## src/design/hex_char_reference_unescaper_assert.svh

```systemverilog
// Assertion macros shared by the hex character reference unescaper.
// Included by the modules that carry concurrent assertions; no other dependencies.
`ifndef HEX_CHAR_REFERENCE_UNESCAPER_ASSERT_SVH
`define HEX_CHAR_REFERENCE_UNESCAPER_ASSERT_SVH

// Checked only while out of reset.
`define HCRU_ASSERT(name, clk, rst_n, prop) \
  name: assert property (@(posedge clk) disable iff (!rst_n) prop) \
    else $error("hcru assertion failed");

// Checked at every clock edge, reset included.
`define HCRU_ASSERT_ALWAYS(name, clk, prop) \
  name: assert property (@(posedge clk) prop) \
    else $error("hcru assertion failed");

`endif

```

## src/design/hcru_pkg.sv

```systemverilog
// Shared types, character constants and hex helpers for the unescaper.
// No dependencies; imported by every module of the block.
package hcru_pkg;

  localparam int unsigned FifoDepth = 2;

  localparam logic [7:0] ChAmp     = 8'h26;
  localparam logic [7:0] ChHash    = 8'h23;
  localparam logic [7:0] ChLowX    = 8'h78;
  localparam logic [7:0] ChSemi    = 8'h3B;
  localparam logic [7:0] DigitBase = 8'h30;
  localparam logic [7:0] AlphaGap  = 8'h27;
  localparam logic [7:0] CaseGap   = 8'h20;

  typedef logic [2:0] held_cnt_t;

  typedef struct packed {
    logic [7:0] in_byte;
    logic       in_last;
  } in_t;

  typedef struct packed {
    logic [7:0] out_byte;
    logic       run_last;
    logic       stream_last;
  } out_t;

  // One classified input transaction: held bytes to release, then an optional tail byte.
  typedef struct packed {
    held_cnt_t  held_cnt;
    logic [7:0] digit1;
    logic [7:0] digit2;
    logic       tail_vld;
    logic [7:0] tail_byte;
    logic       last;
  } job_t;

  typedef struct packed {
    logic push;
    logic idle;
  } fe_status_t;

  function automatic logic is_hex(input logic [7:0] c);
    return (c >= 8'h30 && c <= 8'h39) || (c >= 8'h41 && c <= 8'h46) ||
           (c >= 8'h61 && c <= 8'h66);
  endfunction

  function automatic logic [3:0] hex_nibble(input logic [7:0] c);
    logic [7:0] v;
    v = c;
    if (v >= 8'h41 && v <= 8'h5A) begin
      v = v + CaseGap;
    end
    v = v - DigitBase;
    if (v > 8'd9) begin
      v = v - AlphaGap;
    end
    return v[3:0];
  endfunction

endpackage

```

## src/design/hex_char_reference_unescaper.sv

```systemverilog
// The edge that accepts a transaction writes its job into the queue, and the back end
// then loads the first result from the queue into the output register.
// Throughput: one input byte per cycle while the job queue has room; the back end emits
// one byte per cycle while the output is accepted, one for each result of a job.
// A full decoded pattern takes six inputs and yields one output.
// Reset (asynchronous, active low) clears the match state, the queue and the output valid.
module hex_char_reference_unescaper #(
  parameter int unsigned FifoDepth = hcru_pkg::FifoDepth
) (
  input  logic           clk_i,
  input  logic           rst_ni,
  input  logic           in_valid_i,
  output logic           in_ready_o,
  input  hcru_pkg::in_t  in_data_i,
  output logic           out_valid_o,
  input  logic           out_ready_i,
  output hcru_pkg::out_t out_data_o
);
  import hcru_pkg::*;

`include "hex_char_reference_unescaper_assert.svh"

  job_t       fe_job, be_job;
  fe_status_t fe_status;
  logic       fifo_full, fifo_empty, be_pop;

  hcru_front u_front (
    .clk_i       (clk_i),
    .rst_ni      (rst_ni),
    .in_valid_i  (in_valid_i),
    .in_ready_o  (in_ready_o),
    .in_data_i   (in_data_i),
    .fifo_full_i (fifo_full),
    .job_o       (fe_job),
    .status_o    (fe_status)
  );

  hcru_fifo #(
    .Depth (FifoDepth)
  ) u_fifo (
    .clk_i   (clk_i),
    .rst_ni  (rst_ni),
    .push_i  (fe_status.push),
    .data_i  (fe_job),
    .full_o  (fifo_full),
    .pop_i   (be_pop),
    .empty_o (fifo_empty),
    .data_o  (be_job)
  );

  hcru_back u_back (
    .clk_i       (clk_i),
    .rst_ni      (rst_ni),
    .job_vld_i   (!fifo_empty),
    .job_i       (be_job),
    .pop_o       (be_pop),
    .out_valid_o (out_valid_o),
    .out_ready_i (out_ready_i),
    .out_data_o  (out_data_o)
  );

  // The output register never shows a transaction while reset is applied.
  `HCRU_ASSERT_ALWAYS(a_no_out_in_reset, clk_i, !rst_ni |-> !out_valid_o)
  // A stream end is always the final result of its input transaction.
  `HCRU_ASSERT(a_stream_last_is_run_last, clk_i, rst_ni,
               out_valid_o && out_data_o.stream_last |-> out_data_o.run_last)
  // After the last byte of a stream the matcher holds nothing.
  `HCRU_ASSERT(a_idle_after_last, clk_i, rst_ni,
               in_valid_i && in_ready_o && in_data_i.in_last |=> fe_status.idle)
  // The front never pushes into a full queue.
  `HCRU_ASSERT(a_no_push_when_full, clk_i, rst_ni, fifo_full |-> !fe_status.push)

endmodule

```

## src/design/hcru_fifo.sv

```systemverilog
// Small register queue that carries classified transactions from front to back.
// Depends on hcru_pkg for the job type.
module hcru_fifo #(
  parameter int unsigned Depth = hcru_pkg::FifoDepth
) (
  input  logic            clk_i,
  input  logic            rst_ni,
  input  logic            push_i,
  input  hcru_pkg::job_t  data_i,
  output logic            full_o,
  input  logic            pop_i,
  output logic            empty_o,
  output hcru_pkg::job_t  data_o
);
  import hcru_pkg::*;

  localparam int unsigned PtrW = (Depth > 1) ? $clog2(Depth) : 1;
  localparam int unsigned CntW = $clog2(Depth + 1);

  job_t            mem_q [Depth];
  logic [PtrW-1:0] wr_ptr_q, wr_ptr_d;
  logic [PtrW-1:0] rd_ptr_q, rd_ptr_d;
  logic [CntW-1:0] cnt_q, cnt_d;
  logic            do_push, do_pop;

  assign full_o  = (cnt_q == CntW'(Depth));
  assign empty_o = (cnt_q == '0);
  assign do_push = push_i && !full_o;
  assign do_pop  = pop_i && !empty_o;
  assign data_o  = mem_q[rd_ptr_q];

  always_comb begin
    wr_ptr_d = wr_ptr_q;
    rd_ptr_d = rd_ptr_q;
    cnt_d    = cnt_q;
    if (do_push) begin
      wr_ptr_d = (wr_ptr_q == PtrW'(Depth - 1)) ? '0 : wr_ptr_q + 1'b1;
    end
    if (do_pop) begin
      rd_ptr_d = (rd_ptr_q == PtrW'(Depth - 1)) ? '0 : rd_ptr_q + 1'b1;
    end
    if (do_push && !do_pop) begin
      cnt_d = cnt_q + 1'b1;
    end else if (do_pop && !do_push) begin
      cnt_d = cnt_q - 1'b1;
    end
  end

  always_ff @(posedge clk_i or negedge rst_ni) begin
    if (!rst_ni) begin
      wr_ptr_q <= '0;
      rd_ptr_q <= '0;
      cnt_q    <= '0;
    end else begin
      wr_ptr_q <= wr_ptr_d;
      rd_ptr_q <= rd_ptr_d;
      cnt_q    <= cnt_d;
    end
  end

  always_ff @(posedge clk_i) begin
    if (do_push) begin
      mem_q[wr_ptr_q] <= data_i;
    end
  end

endmodule

```

## src/design/hcru_front.sv

```systemverilog
// Front end: classifying pattern matcher, one byte per cycle while the queue has room.
// Depends on hcru_pkg; feeds hcru_fifo with one job per transaction that has results.
module hcru_front (
  input  logic                clk_i,
  input  logic                rst_ni,
  input  logic                in_valid_i,
  output logic                in_ready_o,
  input  hcru_pkg::in_t       in_data_i,
  input  logic                fifo_full_i,
  output hcru_pkg::job_t      job_o,
  output hcru_pkg::fe_status_t status_o
);
  import hcru_pkg::*;

  // Encoding equals the number of pattern bytes held.
  typedef enum logic [2:0] {
    PhIdle = 3'd0,
    PhAmp  = 3'd1,
    PhHash = 3'd2,
    PhX    = 3'd3,
    PhDig1 = 3'd4,
    PhDig2 = 3'd5
  } phase_e;

  phase_e     phase_q, phase_d, phase_adv;
  logic [7:0] digit1_q, digit1_d;
  logic [7:0] digit2_q, digit2_d;
  logic       accept, ok, idle_tail;
  logic [7:0] b;
  logic       last;
  job_t       job;

  assign b          = in_data_i.in_byte;
  assign last       = in_data_i.in_last;
  assign in_ready_o = !fifo_full_i;
  assign accept     = in_valid_i && in_ready_o;
  // A byte handled with no match in progress: an ampersand is held unless the stream ends.
  assign idle_tail  = (b != ChAmp) || last;

  always_comb begin
    ok        = 1'b1;
    phase_adv = PhIdle;
    digit1_d  = digit1_q;
    digit2_d  = digit2_q;
    unique case (phase_q)
      PhAmp: begin
        ok        = (b == ChHash);
        phase_adv = PhHash;
      end
      PhHash: begin
        ok        = (b == ChLowX);
        phase_adv = PhX;
      end
      PhX: begin
        ok        = is_hex(b);
        phase_adv = PhDig1;
        if (ok) begin
          digit1_d = b;
        end
      end
      PhDig1: begin
        ok        = is_hex(b);
        phase_adv = PhDig2;
        if (ok) begin
          digit2_d = b;
        end
      end
      PhDig2: begin
        ok        = (b == ChSemi);
        phase_adv = PhIdle;
      end
      default: begin
        ok        = 1'b1;
        phase_adv = PhIdle;
      end
    endcase
  end

  always_comb begin
    job.held_cnt  = '0;
    job.digit1    = digit1_d;
    job.digit2    = digit2_d;
    job.tail_vld  = 1'b0;
    job.tail_byte = b;
    job.last      = last;
    phase_d       = phase_q;
    priority if (phase_q == PhIdle || !ok) begin
      // A broken match releases what is held, then the byte is taken as if idle.
      job.held_cnt = (phase_q == PhIdle) ? '0 : held_cnt_t'(phase_q);
      job.tail_vld = idle_tail;
      phase_d      = (b == ChAmp && !last) ? PhAmp : PhIdle;
    end else if (phase_q == PhDig2) begin
      job.tail_vld  = 1'b1;
      job.tail_byte = {hex_nibble(digit1_q), hex_nibble(digit2_q)};
      phase_d       = PhIdle;
    end else if (last) begin
      job.held_cnt = held_cnt_t'(phase_adv);
      phase_d      = PhIdle;
    end else begin
      phase_d = phase_adv;
    end
  end

  assign job_o           = job;
  assign status_o.push   = accept && (job.held_cnt != '0 || job.tail_vld);
  assign status_o.idle   = (phase_q == PhIdle);

  always_ff @(posedge clk_i or negedge rst_ni) begin
    if (!rst_ni) begin
      phase_q  <= PhIdle;
      digit1_q <= '0;
      digit2_q <= '0;
    end else if (accept) begin
      phase_q  <= phase_d;
      digit1_q <= digit1_d;
      digit2_q <= digit2_d;
    end
  end

endmodule

```

## src/design/hcru_back.sv

```systemverilog
// Back end: expands queued jobs into output bytes, one per cycle unless stalled.
// Depends on hcru_pkg; drains hcru_fifo and drives the registered output channel.
module hcru_back (
  input  logic            clk_i,
  input  logic            rst_ni,
  input  logic            job_vld_i,
  input  hcru_pkg::job_t  job_i,
  output logic            pop_o,
  output logic            out_valid_o,
  input  logic            out_ready_i,
  output hcru_pkg::out_t  out_data_o
);
  import hcru_pkg::*;

  logic       out_valid_q;
  out_t       out_q, out_d;
  held_cnt_t  idx_q, idx_d;
  held_cnt_t  total;
  logic       load, final_elem;
  logic [7:0] held_byte, elem_byte;

  // Results of a job: held_cnt released pattern bytes, then the tail byte if any.
  assign total      = job_i.held_cnt + held_cnt_t'(job_i.tail_vld);
  assign final_elem = (idx_q == total - 1'b1);
  assign load       = job_vld_i && (!out_valid_q || out_ready_i);
  assign pop_o      = load && final_elem;

  always_comb begin
    unique case (idx_q)
      3'd0:    held_byte = ChAmp;
      3'd1:    held_byte = ChHash;
      3'd2:    held_byte = ChLowX;
      3'd3:    held_byte = job_i.digit1;
      default: held_byte = job_i.digit2;
    endcase
    elem_byte = (idx_q < job_i.held_cnt) ? held_byte : job_i.tail_byte;

    out_d.out_byte    = elem_byte;
    out_d.run_last    = final_elem;
    out_d.stream_last = final_elem && job_i.last;
    idx_d             = final_elem ? '0 : idx_q + 1'b1;
  end

  always_ff @(posedge clk_i or negedge rst_ni) begin
    if (!rst_ni) begin
      out_valid_q <= 1'b0;
      idx_q       <= '0;
    end else if (load) begin
      out_valid_q <= 1'b1;
      idx_q       <= idx_d;
    end else if (out_ready_i) begin
      out_valid_q <= 1'b0;
    end
  end

  always_ff @(posedge clk_i) begin
    if (load) begin
      out_q <= out_d;
    end
  end

  assign out_valid_o = out_valid_q;
  assign out_data_o  = out_q;

endmodule

```

## config.mk

```make
export PLATFORM = sky130hd
export DESIGN_NAME = hex_char_reference_unescaper
export DESIGN_NICKNAME = d
export VERILOG_FILES = /design/src/design/hcru_pkg.sv /design/src/design/hex_char_reference_unescaper.sv /design/src/design/hcru_fifo.sv /design/src/design/hcru_front.sv /design/src/design/hcru_back.sv
export VERILOG_INCLUDE_DIRS = /design/src /design/src/design
export SDC_FILE = /design/constraint.sdc
export NUM_CORES = 1
export LEC_CHECK = 0
export BUFFER_PORTS_ARGS = -buffer_cell sky130_fd_sc_hd__buf_4
export CORE_MARGIN = 1
export CORE_UTILIZATION = 55
export CTS_CLUSTER_SIZE = 40
export DETAILED_ROUTE_END_ITERATION = 12
export GPL_TIMING_DRIVEN = 0
export PLACE_DENSITY = 0.73
export RECOVER_POWER = 50
export SLEW_MARGIN = 20
export SYNTH_ARGS = -nofsm -noshare
export SYNTH_HDL_FRONTEND = slang
export SYNTH_SLANG_ARGS = --single-unit
```

## constraint.sdc

```tcl
create_clock -name clk_i -period 4.2 [get_ports clk_i]
set_input_delay 0.21 -clock clk_i [delete_from_list [all_inputs] [get_ports clk_i]]
set_output_delay 0.21 -clock clk_i [all_outputs]
set_load 0.01 [all_outputs]
```

Word level (Yosys, flattened, before mapping)
Memory sizes are Yosys's and may differ from the RTL's.
Index checks and enable logic that the tools add are counted.

word-level totals
  logic and storage cells = 124
  bits in registers = 37
  bits in writable memories = 58
  input port bits = 13
  memories kept = 1

memory list
  memory        words  width  read ports  clocked after memory_dff  wr ports  RTL line         RTL
  u_fifo.mem_q  2      29     1           0                         1         hcru_fifo.sv:20  job_t mem_q [Depth];

operators by class
  order comparisons = 13
  add/sub/neg operators = 13
  mux-type cells = 36
  reductions and logical operators = 35
  eq/ne operators = 15

operator list
  operator             number
  $mux 8               12
  $ge 8x7->1 const B   4
  $le 8x7->1 const B   4
  $pmux 8 s4           1
  $eq 8x6->1 const B   3
  $mux 3               8
  $add 8x6->8 const B  2
  $gt 8x4->1 const B   2
  $sub 8x6->8 const B  2
  $logic_and 1x1->1    15
  $eq 3x2->1 const B   4
  $pmux 3 s4           1
  $mux 9               1
  $eq 8x7->1 const B   1
  $ge 8x6->1 const B   1
  $le 8x6->1 const B   1
  $mux 1               8
  $mux 4               2
  $ne 8x6->1 const B   1
  $sub 4x3->4 const B  2
  $logic_not 1->1      7
  $eq 3x1->1 const B   2
  $eq 3x3->1 const B   2
  $logic_not 3->1      2
  16 further kinds     24

Depth between registers and ports, before layout
  word-level depth = 20
  depth in mapped cells = 14
  mapped depth without buffers = 11

Cells and area by module
From an unflattened synthesis, not the netlist that was laid out.

second synthesis, totals
  cell total of the unflattened synthesis = 418
  area total of the unflattened synthesis = 5129.9 µm²

modules (own cells, without submodules)
  module                        cells an instance  instances  area each (µm²)
  hcru_fifo                     109                1          2407.3
  hcru_front                    220                1          1762.9
  hcru_back                     88                 1          955.9
  hex_char_reference_unescaper  1                  1          3.8

Least setup slack after synthesis
OpenSTA, ideal clock, no wires.

  path type = reg2reg
  from = register u_front.phase_q[1]
  to = memory u_fifo.mem_q[0][0] (netlist bit) (enable)
  required time = 3775 ps
  buffers on the path = 2
  slack = 290 ps
  arrival time = 3486 ps
  stages on the path, launching flop included = 9
  cells stage by stage = dfrtp_1 -> buf_4 -> or3b_1 -> and3_4 -> o22a_1 -> buf_6 -> o311a_4 -> or3_4 -> a21oi_1

on the way
  cells in the longest elaborated chain, start to end = 12

RTL lines
  what                                             RTL line           RTL
  start, declared                                  hcru_front.sv:25   phase_e phase_q, phase_d, phase_adv;
  start signal, assigned                           hcru_front.sv:110  phase_q <= PhIdle;
  start signal, assigned                           hcru_front.sv:114  phase_q <= phase_d;
  $eq 3x2->1 / $eq 3x3->1 (equally long branches)  hcru_front.sv:45   unique case (phase_q)
  $reduce_or 2->1 (no line)                        -
  $pmux 1 s4                                       hcru_front.sv:45
  $logic_not 1->1                                  hcru_front.sv:87   priority if (phase_q == PhIdle || !ok) begin
  $logic_or 1x1->1                                 hcru_front.sv:87
  $mux 3                                           hcru_front.sv:87
  $reduce_bool 3->1                                hcru_front.sv:105  assign status_o.push = accept && (job.held_cnt != '0 || job.tail_vld);
  $logic_or 1x1->1 *                               hcru_front.sv:105
  $logic_and 1x1->1 *                              hcru_front.sv:105
  $logic_and 1x1->1 *                              hcru_fifo.sv:28    assign do_push = push_i && !full_o;
  $mux 1 *                                         hcru_fifo.sv:62    if (do_push) begin
  $mux 1 (implied by the code) *                   hcru_fifo.sv:63    mem_q[wr_ptr_q] <= data_i;
  end, declared                                    hcru_fifo.sv:20

Mark *: on every way between the ends. The rest lies on a longest branch, timed or not.

Worst setup path after layout
  from = register u_fifo.rd_ptr_q
  to = register u_back.out_q (netlist bit u_back.out_data_o[9]) (data pin)

on the way
  cells in the longest elaborated chain, start to end = 3

RTL lines
  what                                             RTL line                          RTL
  start, declared                                  hcru_fifo.sv:22                   logic [PtrW-1:0] rd_ptr_q, rd_ptr_d;
  start signal, assigned                           hcru_fifo.sv:56                   rd_ptr_q <= rd_ptr_d;
  $mem_v2 2x29 *                                   -
  $lt 3x3->1 / $pmux 8 s4 (equally long branches)  hcru_back.sv:36, hcru_back.sv:29
  $mux 8 *                                         hcru_back.sv:36                   elem_byte = (idx_q < job_i.held_cnt) ? held_byte : job_i.tail_byte;
  via u_back.elem_byte[7]                          hcru_back.sv:20                   logic [7:0] held_byte, elem_byte;
  end signal, assigned                             hcru_back.sv:58                   out_q <= out_d;
  end, declared                                    hcru_back.sv:16                   out_t out_q, out_d;

The timed path passes the listed nets; every way through them passes the cells marked *.
A chain may end at the register's enable or synchronous reset.

==> flow_metrics.env <==
export IMPL_outcome="complete, but fails checks"
export IMPL_violations="capacitance limit, slew limit"
export IMPL_route_vias_total=3163
export IMPL_ios=25
export IMPL_clkLatencyLatePin_ns=0.36
export IMPL_setup_viol=0
export IMPL_synth_ff_type="edfxtp_1"
export IMPL_rr_startpoint="u_fifo.rd_ptr_q$_DFFE_PN0P_"
export IMPL_grt_pass1_vias=3044
export IMPL_antenna_found_initial=0
export IMPL_antenna_cells=0
export IMPL_wl_per_cell_um=18.57
export IMPL_grt_max_degree=28
export IMPL_ys_warnings_count=0
export IMPL_dp_slack_ns=-0.1087
export IMPL_path_clk_slew_ns=0.09
export IMPL_crit_type="flip-flop to flip-flop"
export IMPL_finalNonFillerCells=527
export IMPL_hold_violations=0
export IMPL_hold_path_endpoint="u_fifo.mem_q[0][0]$_DFFE_PP_"
export IMPL_rr_endpoint="u_back.out_data_o[9]$_DFFE_PP_"
export IMPL_drive_above_1_share=0.1185
export IMPL_clock_root_buffer="clkbuf_8"
export IMPL_syn_area_sq_mm=0.004876
export IMPL_htree_levels=3
export IMPL_cts_tree="done"
export IMPL_fin_util=0.6392
export IMPL_grt_overflow=0
export IMPL_drc=0
export IMPL_numCtsBuffers=9
export IMPL_drtPass1Iterations=4
export IMPL_min_delay_start="in_data_i[0]"
export IMPL_reg2regPathDepth=10
export IMPL_ys_types=64
export IMPL_cp_start_kind="flip-flop"
export IMPL_min_path_type="input port to flip-flop"
export IMPL_die_h_um=96.16
export IMPL_max_cap_viol_count=1
export IMPL_critPathMaxFanout=10
export IMPL_die_w_um=96.16
export IMPL_rows=33
export IMPL_io_buffers=20
export IMPL_grt_pass1_wl_um=15810
export IMPL_dieArea_sq_mm=0.009246
export IMPL_dpl_hpwl_um=7060
export IMPL_cp_data_required_time_ns=4.30
export IMPL_synth_edf_count=68
export IMPL_period_share=0.9103
export IMPL_grt_usage=0.2352
export IMPL_final_cell_mix="edfxtp_1 (68), clkbuf_1 (36), dfrtp_1 (27), ha_1 (20), nand2_1 (19)"
export IMPL_clock_sinks=95
export IMPL_synthToLayoutAreaGrowth_pct=9.879
export IMPL_syn_avg_cell_area_sq_um=12.73
export IMPL_start_util=0.5817
export IMPL_synth_seq_area_share=0.5574
export IMPL_rsz0062_at_grt="no"
export IMPL_avgViaCountPerCell=6.002
export IMPL_vdd_drop_max_mv=0.2120
export IMPL_syn_nets=416
export IMPL_leakage_nw=2.134
export IMPL_ant_nets=0
export IMPL_skew_ns=0.01019
export IMPL_crit_arrival_ns=3.92
export IMPL_gp_congestion=0.8431
export IMPL_end_kind="flip-flop"
export IMPL_synth_seq_cells=95
export IMPL_slew_viol_final=28
export IMPL_clk_path_buf_depth=2
export IMPL_powerDensity_mw_per_mm2=601.0
export IMPL_fin_crit_ns=3.823
export IMPL_wl_um=9788
export IMPL_dr_first_iter_drc_count=78
export IMPL_post_place_cells=510
export IMPL_timing_final_ws_setup_ns=0.3766
export IMPL_max_slew_worst_pin_slew_ns=1.555
export IMPL_relSlewSlack=-0.03688
export IMPL_final_common_cell="edfxtp_1"
export IMPL_fmax_mhz=261.5
export IMPL_final_nets=450
export IMPL_rrSetupSlack_ns=0.38
export IMPL_placeableCoreArea_sq_mm=0.008382
export IMPL_async_flop_share=0.2842
export IMPL_syn_inst=383
export IMPL_hold_depth=1
## metrics by stage
stage	power, mW	area (sq um)	setup TNS (ns)	hold slack [ns]
after floorplan	2.254	4876	0	-0.08559
after CTS	3.288	5436	0	0.03075
after global placement	2.568	5157	-28.02	0.1488
after detailed placement	2.639	5210	-0.1087	0.1522
after global routing	3.426	5358	0	0.07701
final	3.220	5358	0	0.08283
## synth_stat cells (all sizes together) (5+ instances only)
| master | count | area [sq um] |
|---|---|---|
| xor2 | 6 | 52.55 |
| inv | 12 | 45.04 |
| buf | 8 | 45.04 |
| clkbuf | 15 | 56.30 |
| mux2 | 34 | 382.9 |
| o21ai | 16 | 80.07 |
| dfrtp | 27 | 675.7 |
| a22o | 7 | 61.31 |
| mux2i | 13 | 130.1 |
| nand2 | 19 | 71.32 |
| nand3 | 5 | 25.02 |
| edfxtp | 68 | 2042 |
| nand2b | 6 | 37.54 |
| a21oi | 13 | 65.06 |
| nor2b | 6 | 37.54 |
| and2 | 7 | 43.79 |
| ha | 20 | 250.2 |
| xnor2 | 8 | 70.07 |
| a211oi | 5 | 47.54 |
| a21boi | 6 | 45.04 |
| nor2 | 18 | 67.56 |
## layout make-up
cell class                 instances  area (sq um)
inverter                          12         45.04
fill                             668          3024
clock buffer                      11         131.4
sequential                        95          2718
multi-input combinational        253          2018
buffer                            23         92.59
timing repair buffer              23         137.6
tap                              105         131.4
clock inverter                     5         83.83
## layer usage
metal / GRT usage / up-vias / wire length, um
met1: 0.3335 / 1575 / 4663
li1: - / 1513 / -
met4: 0.07090 / 0 / 107
met5: 0 / - / 0
met2: 0.3717 / 66 / 4631
met3: 0.03870 / 9 / 386
## what timing repair did
item | 4_1_cts | 5_1_grt
endpoints found under the setup margin | 2 | 7
resized for setup | 1 | 1
buffers inserted | 0 | 0
endpoints found under the hold margin | 27 | 0
gates cloned | 0 | 0
hold buffers | 1 | 0
## worst max-delay path: stages, from the launching register on
cell and delay (ns):
dfrtp_1 0.33, clkbuf_1 0.39, clkbuf_2 0.38, buf_2 0.34, mux2i_1 0.30, ha_1 0.27, o21ai_0 0.08, nand2b_1 0.07
a21oi_1 0.58, clkbuf_1 0.43, mux4_2 0.38
## how the worst max path moves through the flow
stage	startpoint	endpoint	slack, ns
global placement	u_front.phase_q[2]$_DFFE_PN0P_	u_fifo.mem_q[1][6]$_DFFE_PP_	-0.51
detailed placement	u_fifo.rd_ptr_q$_DFFE_PN0P_	u_back.out_data_o[9]$_DFFE_PP_	-0.11
CTS	u_fifo.rd_ptr_q$_DFFE_PN0P_	u_back.out_data_o[9]$_DFFE_PP_	0.10
global route	u_fifo.rd_ptr_q$_DFFE_PN0P_	u_back.out_data_o[9]$_DFFE_PP_	0.05
floorplan	u_front.phase_q[1]$_DFFE_PN0P_	u_fifo.mem_q[0][0]$_DFFE_PP_	0.29
finish	u_fifo.rd_ptr_q$_DFFE_PN0P_	u_back.out_data_o[9]$_DFFE_PP_	0.38
## flip-flops by register name (all words and copies together) (netlist names)
signal,count
u_fifo.rd_ptr_q,1
u_back.out_valid_o,1
u_fifo.wr_ptr_q,1
u_fifo.cnt_q,2
u_back.idx_q,3
u_back.out_data_o,10
u_front.phase_q,3
u_fifo.mem_q,58
u_front.digit2_q,8
u_front.digit1_q,8
## logic make-up (layout without fill, tap and decap cells)
group                      after synthesis  after routing  share of synthesized area
DFF                                     95             95                     0.5574
AOI/OAI and AO/OA                       86             86                     0.1296
xor gates and xnor gates                14             14                    0.02515
adders and majority gates               20             20                    0.05132
and+or+nand+nor                         85             85                    0.09674
buffers and inverters                   35             74                    0.03002
muxes                                   48             48                     0.1098
## report_power, final
| group | leakage [nW] | internal [mW] | switching [mW] |
|---|---|---|---|
| clock network | 0.100 | 0.338 | 0.314 |
| registers | 1.01 | 1.35 | 0.106 |
| logic | 1.03 | 0.448 | 0.666 |
(Power assumes the default switching activity.)
